File: src/sv/bba_pkg.sv
// Shared types, codes and defaults for the bitmap block allocator.
`timescale 1ns / 1ps
`default_nettype none

package bba_pkg;

  localparam int unsigned DEF_BLOCK_COUNT     = 4096;
  localparam int unsigned DEF_RESERVED_BLOCKS = 514;
  localparam int unsigned DEF_MAP_WORD_BITS   = 64;

  localparam int unsigned REQ_W    = 2;
  localparam int unsigned INDEX_W  = 12;
  localparam int unsigned STATUS_W = 2;

  localparam logic [REQ_W-1:0] REQ_ALLOC = 2'd0;
  localparam logic [REQ_W-1:0] REQ_FREE  = 2'd1;
  localparam logic [REQ_W-1:0] REQ_CHECK = 2'd2;

  localparam logic [STATUS_W-1:0] STAT_OK      = 2'd0;
  localparam logic [STATUS_W-1:0] STAT_INVALID = 2'd1;
  localparam logic [STATUS_W-1:0] STAT_FULL    = 2'd2;

  typedef struct packed {
    logic clear;
    logic load;
    logic prep;
    logic run;
    logic eval;
    logic finish;
  } bba_cmd_t;

  typedef struct packed {
    logic clear_last;
    logic eval_done;
    logic out_free;
  } bba_stat_t;

endpackage

`default_nettype wire

File: src/sv/bitmap_block_allocator_core.sv
// Top level of the bitmap block allocator with its stream ports.
`timescale 1ns / 1ps
`default_nettype none

// The allocator keeps one used bit per block in an on-chip map of
// MAP_WORD_BITS-bit words and serves one request at a time. After reset it
// runs a clearing pass of one map word per cycle that marks the reserved low
// blocks used, and holds in_tready low until that pass ends. An allocate
// request reads the map one word per cycle from the first word that holds a
// non-reserved block. The next request is taken as soon as the result is in
// the output register, even while it waits there.

module bitmap_block_allocator_core
  import bba_pkg::*;
#(
  parameter int unsigned BLOCK_COUNT     = DEF_BLOCK_COUNT,
  parameter int unsigned RESERVED_BLOCKS = DEF_RESERVED_BLOCKS,
  parameter int unsigned MAP_WORD_BITS   = DEF_MAP_WORD_BITS
) (
  input  wire logic        clk,
  input  wire logic        rst_n,
  input  wire logic        in_tvalid,
  output logic             in_tready,
  input  wire logic [15:0] in_tdata,   // [11:0] block_index, [15:12] zero
  input  wire logic [1:0]  in_tuser,   // [1:0] req_type
  output logic             out_tvalid,
  input  wire logic        out_tready,
  output logic [15:0]      out_tdata,  // [11:0] result_index, [12] used, [15:13] zero
  output logic [1:0]       out_tuser   // [1:0] status
);

  bba_cmd_t            cmd;
  bba_stat_t           stat;
  logic [INDEX_W-1:0]  result_index;
  logic                used;
  logic [STATUS_W-1:0] status;

  bba_ctrl u_ctrl (
    .clk       (clk),
    .rst_n     (rst_n),
    .in_tvalid (in_tvalid),
    .in_tready (in_tready),
    .stat      (stat),
    .cmd       (cmd)
  );

  bba_datapath #(
    .BLOCK_COUNT     (BLOCK_COUNT),
    .RESERVED_BLOCKS (RESERVED_BLOCKS),
    .MAP_WORD_BITS   (MAP_WORD_BITS)
  ) u_datapath (
    .clk              (clk),
    .rst_n            (rst_n),
    .cmd              (cmd),
    .stat             (stat),
    .in_req_type      (in_tuser),
    .in_block_index   (in_tdata[INDEX_W-1:0]),
    .out_tready       (out_tready),
    .out_tvalid       (out_tvalid),
    .out_status       (status),
    .out_result_index (result_index),
    .out_used         (used)
  );

  assign out_tdata = {3'b000, used, result_index};
  assign out_tuser = status;

endmodule

`default_nettype wire

File: src/sv/bba_ctrl.sv
// Sequencer that steps the allocator datapath through clearing and each request.
`timescale 1ns / 1ps
`default_nettype none

module bba_ctrl
  import bba_pkg::*;
(
  input  wire logic      clk,
  input  wire logic      rst_n,
  input  wire logic      in_tvalid,
  output logic           in_tready,
  input  wire bba_stat_t stat,
  output bba_cmd_t       cmd
);

  localparam logic [2:0] S_CLEAR = 3'd0;
  localparam logic [2:0] S_IDLE  = 3'd1;
  localparam logic [2:0] S_PREP  = 3'd2;
  localparam logic [2:0] S_WAIT  = 3'd3;
  localparam logic [2:0] S_EVAL  = 3'd4;
  localparam logic [2:0] S_DONE  = 3'd5;

  logic [2:0] state_r;
  logic [2:0] state_nxt;

  always_comb begin
    state_nxt = state_r;
    cmd       = '0;
    in_tready = 1'b0;
    unique case (state_r)
      S_CLEAR: begin
        cmd.clear = 1'b1;
        if (stat.clear_last) begin
          state_nxt = S_IDLE;
        end
      end
      S_IDLE: begin
        in_tready = 1'b1;
        if (in_tvalid) begin
          cmd.load  = 1'b1;
          state_nxt = S_PREP;
        end
      end
      S_PREP: begin
        cmd.prep  = 1'b1;
        state_nxt = S_WAIT;
      end
      S_WAIT: begin
        cmd.run   = 1'b1;
        state_nxt = S_EVAL;
      end
      S_EVAL: begin
        cmd.run  = 1'b1;
        cmd.eval = 1'b1;
        if (stat.eval_done) begin
          state_nxt = S_DONE;
        end
      end
      S_DONE: begin
        if (stat.out_free) begin
          cmd.finish = 1'b1;
          state_nxt  = S_IDLE;
        end
      end
      default: begin
        state_nxt = S_CLEAR;
      end
    endcase
  end

  always_ff @(posedge clk) begin
    if (!rst_n) begin
      state_r <= S_CLEAR;
    end else begin
      state_r <= state_nxt;
    end
  end

endmodule

`default_nettype wire

File: src/sv/bba_datapath.sv
// Usage map memory, word scan, index decode and result registers of the allocator.
`timescale 1ns / 1ps
`default_nettype none

module bba_datapath
  import bba_pkg::*;
#(
  parameter int unsigned BLOCK_COUNT     = DEF_BLOCK_COUNT,
  parameter int unsigned RESERVED_BLOCKS = DEF_RESERVED_BLOCKS,
  parameter int unsigned MAP_WORD_BITS   = DEF_MAP_WORD_BITS
) (
  input  wire logic                clk,
  input  wire logic                rst_n,
  input  wire bba_cmd_t            cmd,
  output bba_stat_t                stat,
  input  wire logic [REQ_W-1:0]    in_req_type,
  input  wire logic [INDEX_W-1:0]  in_block_index,
  input  wire logic                out_tready,
  output logic                     out_tvalid,
  output logic [STATUS_W-1:0]      out_status,
  output logic [INDEX_W-1:0]       out_result_index,
  output logic                     out_used
);

  localparam int unsigned WB        = MAP_WORD_BITS;
  localparam int unsigned MAP_WORDS = (BLOCK_COUNT + WB - 1) / WB;
  localparam int unsigned AW        = (MAP_WORDS > 1) ? $clog2(MAP_WORDS) : 1;
  localparam int unsigned BW        = $clog2(BLOCK_COUNT);
  localparam int unsigned BBW       = $clog2(WB);
  localparam int unsigned LAST_WORD = MAP_WORDS - 1;
  localparam int unsigned LAST_BITS = BLOCK_COUNT - LAST_WORD * WB;
  localparam bit          ALLOC_NONE = (RESERVED_BLOCKS >= BLOCK_COUNT);
  localparam int unsigned START_WORD = ALLOC_NONE ? 0 : RESERVED_BLOCKS / WB;
  localparam int unsigned START_BIT  = ALLOC_NONE ? 0 : RESERVED_BLOCKS % WB;
  localparam int unsigned START_BASE = START_WORD * WB;
  localparam int unsigned RES_EFF    = ALLOC_NONE ? BLOCK_COUNT : RESERVED_BLOCKS;
  localparam int unsigned FULL_WORDS = RES_EFF / WB;
  localparam int unsigned PART_BITS  = RES_EFF % WB;
  localparam int unsigned RECIP_SH   = INDEX_W + 7;
  localparam int unsigned RECIP      = ((1 << RECIP_SH) + WB - 1) / WB;
  localparam int unsigned PROD_W     = 32;

  logic [WB-1:0] mem [MAP_WORDS];

  logic [REQ_W-1:0]    req_r;
  logic [INDEX_W-1:0]  idx_r;
  logic [INDEX_W-1:0]  q_r;
  logic [BBW-1:0]      bit_r;
  logic [AW-1:0]       addr_r;
  logic [BW-1:0]       base_r;
  logic [AW-1:0]       scan_word_r;
  logic [BW-1:0]       scan_base_r;
  logic [WB-1:0]       rdata_r;
  logic [STATUS_W-1:0] res_status_r;
  logic [INDEX_W-1:0]  res_index_r;
  logic                res_used_r;
  logic                out_valid_r;
  logic [STATUS_W-1:0] out_status_r;
  logic [INDEX_W-1:0]  out_index_r;
  logic                out_used_r;

  logic [PROD_W-1:0]   prod;
  logic [INDEX_W-1:0]  rem;
  logic [WB-1:0]       scan_mask;
  logic [WB-1:0]       avail;
  logic [BBW-1:0]      pos;
  logic                found;
  logic                alloc_found;
  logic                scan_last;
  logic [BW-1:0]       found_idx;
  logic                in_range;
  logic                cur_bit;
  logic                free_ok;
  logic [WB-1:0]       clr_word;
  logic                mem_we;
  logic [AW-1:0]       mem_waddr;
  logic [WB-1:0]       mem_wdata;
  logic                addr_last;
  logic [STATUS_W-1:0] eval_status;
  logic [INDEX_W-1:0]  eval_index;
  logic                eval_used;

  assign prod      = PROD_W'(in_block_index) * PROD_W'(RECIP);
  assign rem       = idx_r - INDEX_W'(q_r * MAP_WORD_BITS);
  assign addr_last = (addr_r == AW'(LAST_WORD));
  assign scan_last = (scan_word_r == AW'(LAST_WORD));
  assign in_range  = (32'(idx_r) < BLOCK_COUNT);
  assign cur_bit   = in_range && rdata_r[bit_r];
  assign free_ok   = (idx_r != '0) && cur_bit;

  always_comb begin
    for (int b = 0; b < WB; b++) begin
      scan_mask[b] = 1'b1;
      if (scan_word_r == AW'(START_WORD) && b < START_BIT) begin
        scan_mask[b] = 1'b0;
      end
      if (scan_last && b >= LAST_BITS) begin
        scan_mask[b] = 1'b0;
      end
    end
  end

  assign avail = ~rdata_r & scan_mask;
  assign found = |avail;

  always_comb begin
    pos = '0;
    for (int b = WB - 1; b >= 0; b--) begin
      if (avail[b]) begin
        pos = BBW'(b);
      end
    end
  end

  assign alloc_found = !ALLOC_NONE && found;
  assign found_idx   = scan_base_r + BW'(pos);

  always_comb begin
    for (int b = 0; b < WB; b++) begin
      clr_word[b] = (32'(addr_r) < FULL_WORDS) ||
                    ((32'(addr_r) == FULL_WORDS) && (b < PART_BITS));
    end
  end

  always_comb begin
    eval_status = STAT_INVALID;
    eval_index  = idx_r;
    eval_used   = 1'b0;
    unique case (req_r)
      REQ_ALLOC: begin
        if (alloc_found) begin
          eval_status = STAT_OK;
          eval_index  = INDEX_W'(found_idx);
          eval_used   = 1'b1;
        end else begin
          eval_status = STAT_FULL;
          eval_index  = '0;
        end
      end
      REQ_FREE: begin
        eval_status = free_ok ? STAT_OK : STAT_INVALID;
        eval_used   = free_ok ? 1'b0 : cur_bit;
      end
      REQ_CHECK: begin
        eval_status = in_range ? STAT_OK : STAT_INVALID;
        eval_used   = cur_bit;
      end
      default: begin
        eval_status = STAT_INVALID;
      end
    endcase
  end

  always_comb begin
    mem_we    = 1'b0;
    mem_waddr = scan_word_r;
    mem_wdata = rdata_r;
    if (cmd.clear) begin
      mem_we    = 1'b1;
      mem_waddr = addr_r;
      mem_wdata = clr_word;
    end else if (cmd.eval && req_r == REQ_ALLOC && alloc_found) begin
      mem_we    = 1'b1;
      mem_wdata = rdata_r | (WB'(1) << pos);
    end else if (cmd.eval && req_r == REQ_FREE && free_ok) begin
      mem_we    = 1'b1;
      mem_wdata = rdata_r & ~(WB'(1) << bit_r);
    end
  end

  always_ff @(posedge clk) begin
    if (mem_we) begin
      mem[mem_waddr] <= mem_wdata;
    end
    rdata_r <= mem[addr_r];
  end

  always_ff @(posedge clk) begin
    scan_word_r <= addr_r;
    scan_base_r <= base_r;
    if (cmd.load) begin
      req_r <= in_req_type;
      idx_r <= in_block_index;
      q_r   <= prod[RECIP_SH+INDEX_W-1:RECIP_SH];
    end
    if (cmd.prep) begin
      bit_r <= BBW'(rem);
    end
    if (cmd.eval && stat.eval_done) begin
      res_status_r <= eval_status;
      res_index_r  <= eval_index;
      res_used_r   <= eval_used;
    end
    if (cmd.finish) begin
      out_status_r <= res_status_r;
      out_index_r  <= res_index_r;
      out_used_r   <= res_used_r;
    end
  end

  always_ff @(posedge clk) begin
    if (!rst_n) begin
      addr_r      <= '0;
      base_r      <= '0;
      out_valid_r <= 1'b0;
    end else begin
      if (cmd.clear) begin
        if (!addr_last) begin
          addr_r <= addr_r + AW'(1);
        end
      end else if (cmd.prep) begin
        if (req_r == REQ_ALLOC) begin
          addr_r <= AW'(START_WORD);
          base_r <= BW'(START_BASE);
        end else begin
          addr_r <= AW'(q_r);
        end
      end else if (cmd.run && req_r == REQ_ALLOC && !addr_last) begin
        addr_r <= addr_r + AW'(1);
        base_r <= base_r + BW'(WB);
      end
      if (cmd.finish) begin
        out_valid_r <= 1'b1;
      end else if (out_tready) begin
        out_valid_r <= 1'b0;
      end
    end
  end

  assign stat.clear_last = addr_last;
  assign stat.eval_done  = (req_r != REQ_ALLOC) || alloc_found || ALLOC_NONE || scan_last;
  assign stat.out_free   = !out_valid_r || out_tready;

  assign out_tvalid       = out_valid_r;
  assign out_status       = out_status_r;
  assign out_result_index = out_index_r;
  assign out_used         = out_used_r;

endmodule

`default_nettype wire
File: config.mk
export PLATFORM = sky130hd
export DESIGN_NAME = bitmap_block_allocator_core
export DESIGN_NICKNAME = d
export VERILOG_FILES = /design/src/sv/bba_pkg.sv /design/src/sv/bitmap_block_allocator_core.sv /design/src/sv/bba_ctrl.sv /design/src/sv/bba_datapath.sv
export SDC_FILE = /design/constraint.sdc
export NUM_CORES = 2
export LEC_CHECK = 0
export ABC_AREA = 1
export BUFFER_PORTS_ARGS = -buffer_cell sky130_fd_sc_hd__buf_2
export CORE_ASPECT_RATIO = 1.2
export CORE_MARGIN = 2
export CORE_UTILIZATION = 29
export CTS_CLUSTER_DIAMETER = 150
export DETAILED_ROUTE_END_ITERATION = 6
export GPL_ROUTABILITY_DRIVEN = 0
export PLACE_DENSITY = 0.47
export RECOVER_POWER = 50
export SYNTH_ARGS = -nofsm -noshare
export SYNTH_HDL_FRONTEND = slang
export SYNTH_SLANG_ARGS = --single-unit
File: constraint.sdc
create_clock -name clk -period 8.6 [get_ports clk]
set_input_delay 0.86 -clock clk [delete_from_list [all_inputs] [get_ports clk]]
set_output_delay 0.86 -clock clk [all_outputs]
set_load 0.1 [all_outputs]
# Yosys cells after proc, flatten, opt, wreduce, memory -nomap -nowiden
# Memories as Yosys holds them, arrays and structs flattened. A register that Yosys moved wholly into a read port is not among the register bits.
# Cells that the tools add are included.
# W data, S select, Z words.
# classes
n_addsub,4
order_cmp,2
n_eq_ne,17
n_shift,2
n_mux,108
n_bitwise,6
reduce_logical,26
# op_table
op,n
$mux W6,70
$mux W64,3
$and A64 B64 Y64,2
$not A64 Y64,2
$shl A1 B6 Y64 const A,2
$or A64 B64 Y64,1
$reduce_or A64 Y1,1
$mux W12,5
$mux W1,21
$pmux W3 S6,1
$add A12 B6 Y12,1
$add A12 B7 Y12 const B,1
$eq A6 B4 Y1 const B,2
$eq A6 B6 Y1 const B,2
$mux W3,4
$reduce_bool A12 Y1,1
$logic_and A1 B1 Y1,8
$lt A6 B7 Y1 const B,1
$add A6 B1 Y6 const B,1
$bmux W1 S6,1
$eq A3 B2 Y1 const B,2
$eq A3 B3 Y1 const B,2
$lt A6 B4 Y1 const B,1
$ne A2 B1 Y1 const B,3
other kinds (19),27
# totals
register_bits,96
ram_bits,4096
input_bits,22
output_inout_bits,20
wordCells,182
n_memories,1
# mem_list
name,depth,width,rd,rd_clocked_by_memory_dff,wr,line_no,text
u_datapath.mem,64,64,1,1,1,bba_datapath.sv:43,logic [WB-1:0] mem [MAP_WORDS];

# Longest topological paths before layout
# depth
word_depth,71
ltp_mapped,70
ltp_nobuf,70

# Hierarchy
# From an unflattened synthesis, not the netlist that was laid out.
# unflattened
hier_cells,12537
area_unflattened_um2,166179.4
# by_module_without_submodules
module,n_inst,cells_each,area_each_um2,seq_area_each_um2
bba_datapath,1,12490,165916.6,126281.1
bba_ctrl,1,42,229.0,60.1
bitmap_block_allocator_core,1,5,33.8,0.0

# Worst setup path before layout
# OpenSTA, ideal clock, no wires.
# synth_path
path_kind,reg2reg
startpoint,reg u_datapath.bit_r[1]
endpoint,"mem u_datapath.mem[49][0] (netlist name), enable pin"
setup_ns,0.487
t_arrival_ns,5.190
t_required_ns,8.113
setup_slack_ns,2.924
stages_incl_launch_ff,15
path_buffers,3
synth_period_minus_slack_ns,5.676
cell_sequence,edfxtp_1 > nor2_1 > clkbuf_1 > a21oi_1 > o211ai_1 > o311ai_0 > nand3_1 > nand3_1 > a21boi_0 > nand4_1 > clkbuf_1 > nand3_1 > clkbuf_1 > nand2_1 > nor2_1
# synth_via
elab_chain_len,9
# synth_lines
element,line_no,text
start: declaration,bba_datapath.sv:48,logic [BBW-1:0] bit_r;
start signal: assignment,bba_datapath.sv:187,bit_r <= BBW'(rem);
$bmux W1 S6,bba_datapath.sv:88,assign cur_bit = in_range && rdata_r[bit_r];
$mux W1 (not written as such),bba_datapath.sv:88,
$logic_and A1 B1 Y1,bba_datapath.sv:89,assign free_ok = (idx_r != '0) && cur_bit;
$logic_and A1 B1 Y1,bba_datapath.sv:165,end else if (cmd.eval && req_r == REQ_FREE && free_ok) begin
$mux W1,bba_datapath.sv:165,
$mux W1,bba_datapath.sv:162,end else if (cmd.eval && req_r == REQ_ALLOC && alloc_found) begin
$mux W1,bba_datapath.sv:158,if (cmd.clear) begin
$mux W1,bba_datapath.sv:172,if (mem_we) begin
$mux W1 (not written as such),bba_datapath.sv:173,mem[mem_waddr] <= mem_wdata;
end: declaration,bba_datapath.sv:43,
# Every way passes these cells. The select of a mux whose other input is x is not followed.

# Worst setup path after layout
# layout_path
startpoint,"reg u_datapath.rdata_r[32], read port of u_datapath.mem"
endpoint,"mem u_datapath.mem[27][50] (netlist name), enable pin"
# layout_via
elab_chain_len,9
# layout_lines
element,line_no,text
start: declaration,bba_datapath.sv:53,logic [WB-1:0] rdata_r;
$bmux W1 S6,bba_datapath.sv:88,
$mux W1 (not written as such),bba_datapath.sv:88,
$logic_and A1 B1 Y1,bba_datapath.sv:89,
$logic_and A1 B1 Y1,bba_datapath.sv:165,
$mux W1,bba_datapath.sv:165,
$mux W1 (*),bba_datapath.sv:162,
$mux W1 (*),bba_datapath.sv:158,
$mux W1 (*),bba_datapath.sv:172,
$mux W1 (not written as such) (*),bba_datapath.sv:173,
# Mark *: on every way between the ends. The rest lies on a longest branch, timed or not. The select of a mux whose other input is x is not followed.

==> reports/metrics.cfg <==
[status]
status=finished with violations
failed_checks=max-capacitance violations, max-slew violations

[synth]
yosys_warnings=0
synthesis.area_mm2=0.166
async_flop_share_pct=0
synth_seq_area_share_pct=76.1
syn_inst=12506
synth_cell_type_count=49
netlist.area_leader.share_pct=75.0
synth_area_leaders=edfxtp_1, o21ai_0, nor2_1
ys_ff_latch=4238
yosys.area.top_type=edfxtp_1
avgSynthCellArea_um2=13.3
synth_top_flop_cell=edfxtp_1
synth_edf_count=4146

[floorplanning]
row_count=304
start_util_pct=29.1
die_w_um=695
ioPinCount=42
die_h_um=833
core-area_mm2=0.571
fp.dieArea_mm2=0.579

[cts]
cts_buffers=412
cts_sinks=4238
root_buffer=clkbuf_16
ctsLongestPathBuffers=4
cts_tree=yes
insertion_delay_ns=1.07
htree_levels=5
postCtsSetupBuffers=0
cts_resized=0
cts_hold_buf=14
cts.clk_slew.worst_paths_ns=0.06

[drt]
vias_per_cell=5.43
drcViolationCount=0
wire_per_inst_um=30.0
routed_wl_um=612000
drtPass1Iterations=6
dr.first_iter.drc_count=13431
vias=110780
postRouteAntennaNets=0

[final_layout]
area_growth_pct=13.8
nets=12410
final_cell_mix=edfxtp_1, nor2_1, o21ai_0
final_cell_count_no_fill=20399
drive_above_1_share_pct=7.82
nFillCells=56514
layout_commonest_cell=edfxtp_1

[global_route]
grt_pass1_wl_um=842000
grt_pass1_vias=104586
grt_use_total_pct=20.3
grt_overflow=0
antenna_found_initial=31
grt_max_degree=172

[setup_path]
cp-start-kind=flop
end_kind=flop
worstSetupPathType=reg -> reg
critPathMaxFanout=31
critPathMostFrequentCell=nand2_1
crit_path_cell_trace=inv_1, nor4_1, nand2_1, nor2_1, nand2_1, nor4_1, nor2_1, nand2_1, nand3_1, nand2_1, nor2_1, clkbuf_2
cpPeakStageDelay_ns=1.27
cp.required_ns=9.02
cp.buffers_inverters=2
critPathTopFamily=simple AND/OR/NAND/NOR gates
critPathArrivalTime_ns=8.40
cpMaxStageDelayCell=nor4_1

[timing]
skew_ns=0.0945
maxSlewViolCount=2604
finalSetupTns_ns=0
fmax_mhz=125
fin_crit_ns=7.98
tightestPinTransition_ns=3.24
rsz0062_at_grt=false
relSlewSlack_pct=-117
period_share_pct=92.8
finalHoldViolCount=0
setup_viol=0

[placed_design]
dp_hpwl_um=307000
numPlacedInstances=19606
io_buffers=34

[power]
peakVddDrop_mv=0.304
power.leakage_nw=58.0
p_per_area_mw_per_mm2=399
finalPower_mw=75.4

[run]
drv_cap=83

[worst_hold_path]
hold_class=in -> reg

## worst reg2reg max path, cell delays in order (launching register included)
cell,delay (ns)
dfxtp_1,0.56
inv_1,0.23
nor4_1,0.44
nand2_1,0.18
nor2_1,0.16
nand2_1,0.10
nor4_1,1.27
nor2_1,0.52
nand2_1,1.23
nand3_1,0.67
nand2_1,0.44
nor2_1,0.49
clkbuf_2,0.98
## through the flow
| step | utilization (%) | hold WS, ns | cell area (um^2) | setup slack, ns |
|---|---|---|---|---|
| after floorplan | - | 0.349 | 166000 | 2.92 |
| after global placement | 30.9 | 0.355 | 177000 | 1.70 |
| after detailed placement | 30.9 | 0.362 | 177000 | 2.09 |
| after CTS | 33.2 | 0.0464 | 190000 | 2.04 |
| after global routing | 33.1 | 0.128 | 189000 | 0.614 |
| final | 33.1 | 0.150 | 189000 | 0.618 |
## Yosys cell counts, drive strengths merged (4+ instances only)
master	number
a21oi	188
a221o	37
a221oi	9
a311oi	5
a31oi	108
a32o	14
buf	68
clkbuf	855
clkinv	6
dfxtp	92
edfxtp	4146
ha	4
inv	138
nand2	817
nand3	379
nand4	79
nor2	2197
nor3	10
nor4	26
o211ai	106
o21ai	2136
o221ai	411
o22ai	631
o311a	6
o311ai	7
xor2	5
## state kept, by name, indices dropped and copies added, names as in the netlist
| register | count |
|---|---|
| u_datapath.out_tvalid | 1 |
| u_datapath.res_used_r | 1 |
| u_datapath.scan_base_r | 6 |
| u_datapath.out_result_index | 12 |
| u_datapath.out_used | 1 |
| u_ctrl.state_r | 3 |
| u_datapath.bit_r | 6 |
| u_datapath.addr_r | 6 |
| u_datapath.base_r | 6 |
| u_datapath.out_status | 2 |
| u_datapath.req_r | 2 |
| u_datapath.res_status_r | 2 |
| u_datapath.rdata_r | 64 |
| u_datapath.scan_word_r | 6 |
| u_datapath.mem | 4096 |
| u_datapath.res_index_r | 12 |
| u_datapath.q_r | 1 |
| u_datapath.idx_r | 11 |
## final timing paths
path                                      startpoint                                  to  slack (ns)  cells after the start
setup / recovery      u_datapath.rdata_r[32]$_DFF_P_    u_datapath.mem[27][50]$_DFFE_PP_        0.62                     12
hold / removal                                 rst_n  u_datapath.out_tvalid$_SDFFE_PN0P_        0.15                      2
setup reg to reg      u_datapath.rdata_r[32]$_DFF_P_    u_datapath.mem[27][50]$_DFFE_PP_        0.62                     12
hold reg to reg   u_datapath.base_r[11]$_SDFFE_PN0P_  u_datapath.scan_base_r[11]$_DFF_P_        0.37                      0
## layer usage
layer	vias up	track usage, %	routed length [um]
li1	47053	-	-
met2	4608	33.6	291000
met3	968	2.96	44400
met4	4	7.28	23200
met1	58147	27.2	253000
met5	-	0	23
## report_power, final
part / internal, mW / switching, mW / leakage (nW)
clock network: 9.89 / 8.11 / 6.38
registers: 31.9 / 0.824 / 38.0
logic: 4.63 / 20.0 / 13.6
## layout make-up
| cell class | instances | area [um^2] | area share [%] |
|---|---|---|---|
| Sequential cell | 4238 | 126000 | 66.9 |
| Multi-Input combinational cell | 7202 | 36000 | 19.0 |
| Clock buffer | 511 | 10900 | 5.78 |
| Tap cell | 7650 | 9570 | 5.07 |
| Timing Repair Buffer | 386 | 3350 | 1.77 |
| Clock inverter | 232 | 2100 | 1.11 |
| Inverter | 144 | 583 | 0.309 |
| Antenna cell | 36 | 90.1 | 0.0477 |
## cells by family (layout without fill, tap and decap cells)
| kind of cell | count (synthesis) | after routing | share of synthesized area (%) |
|---|---|---|---|
| AOI/OAI and AO/OA | 3677 | 3677 | 13.0 |
| xor gates and xnor gates | 5 | 5 | 0.0264 |
| adders and majority gates | 4 | 4 | 0.0301 |
| buffers and inverters | 1069 | 1273 | 2.45 |
| DFF | 4238 | 4238 | 76.1 |
| other | 1 | 40 | 0.00226 |
| and+or+nand+nor | 3512 | 3512 | 8.43 |
Note: power is estimated with default switching activity, not from simulation.
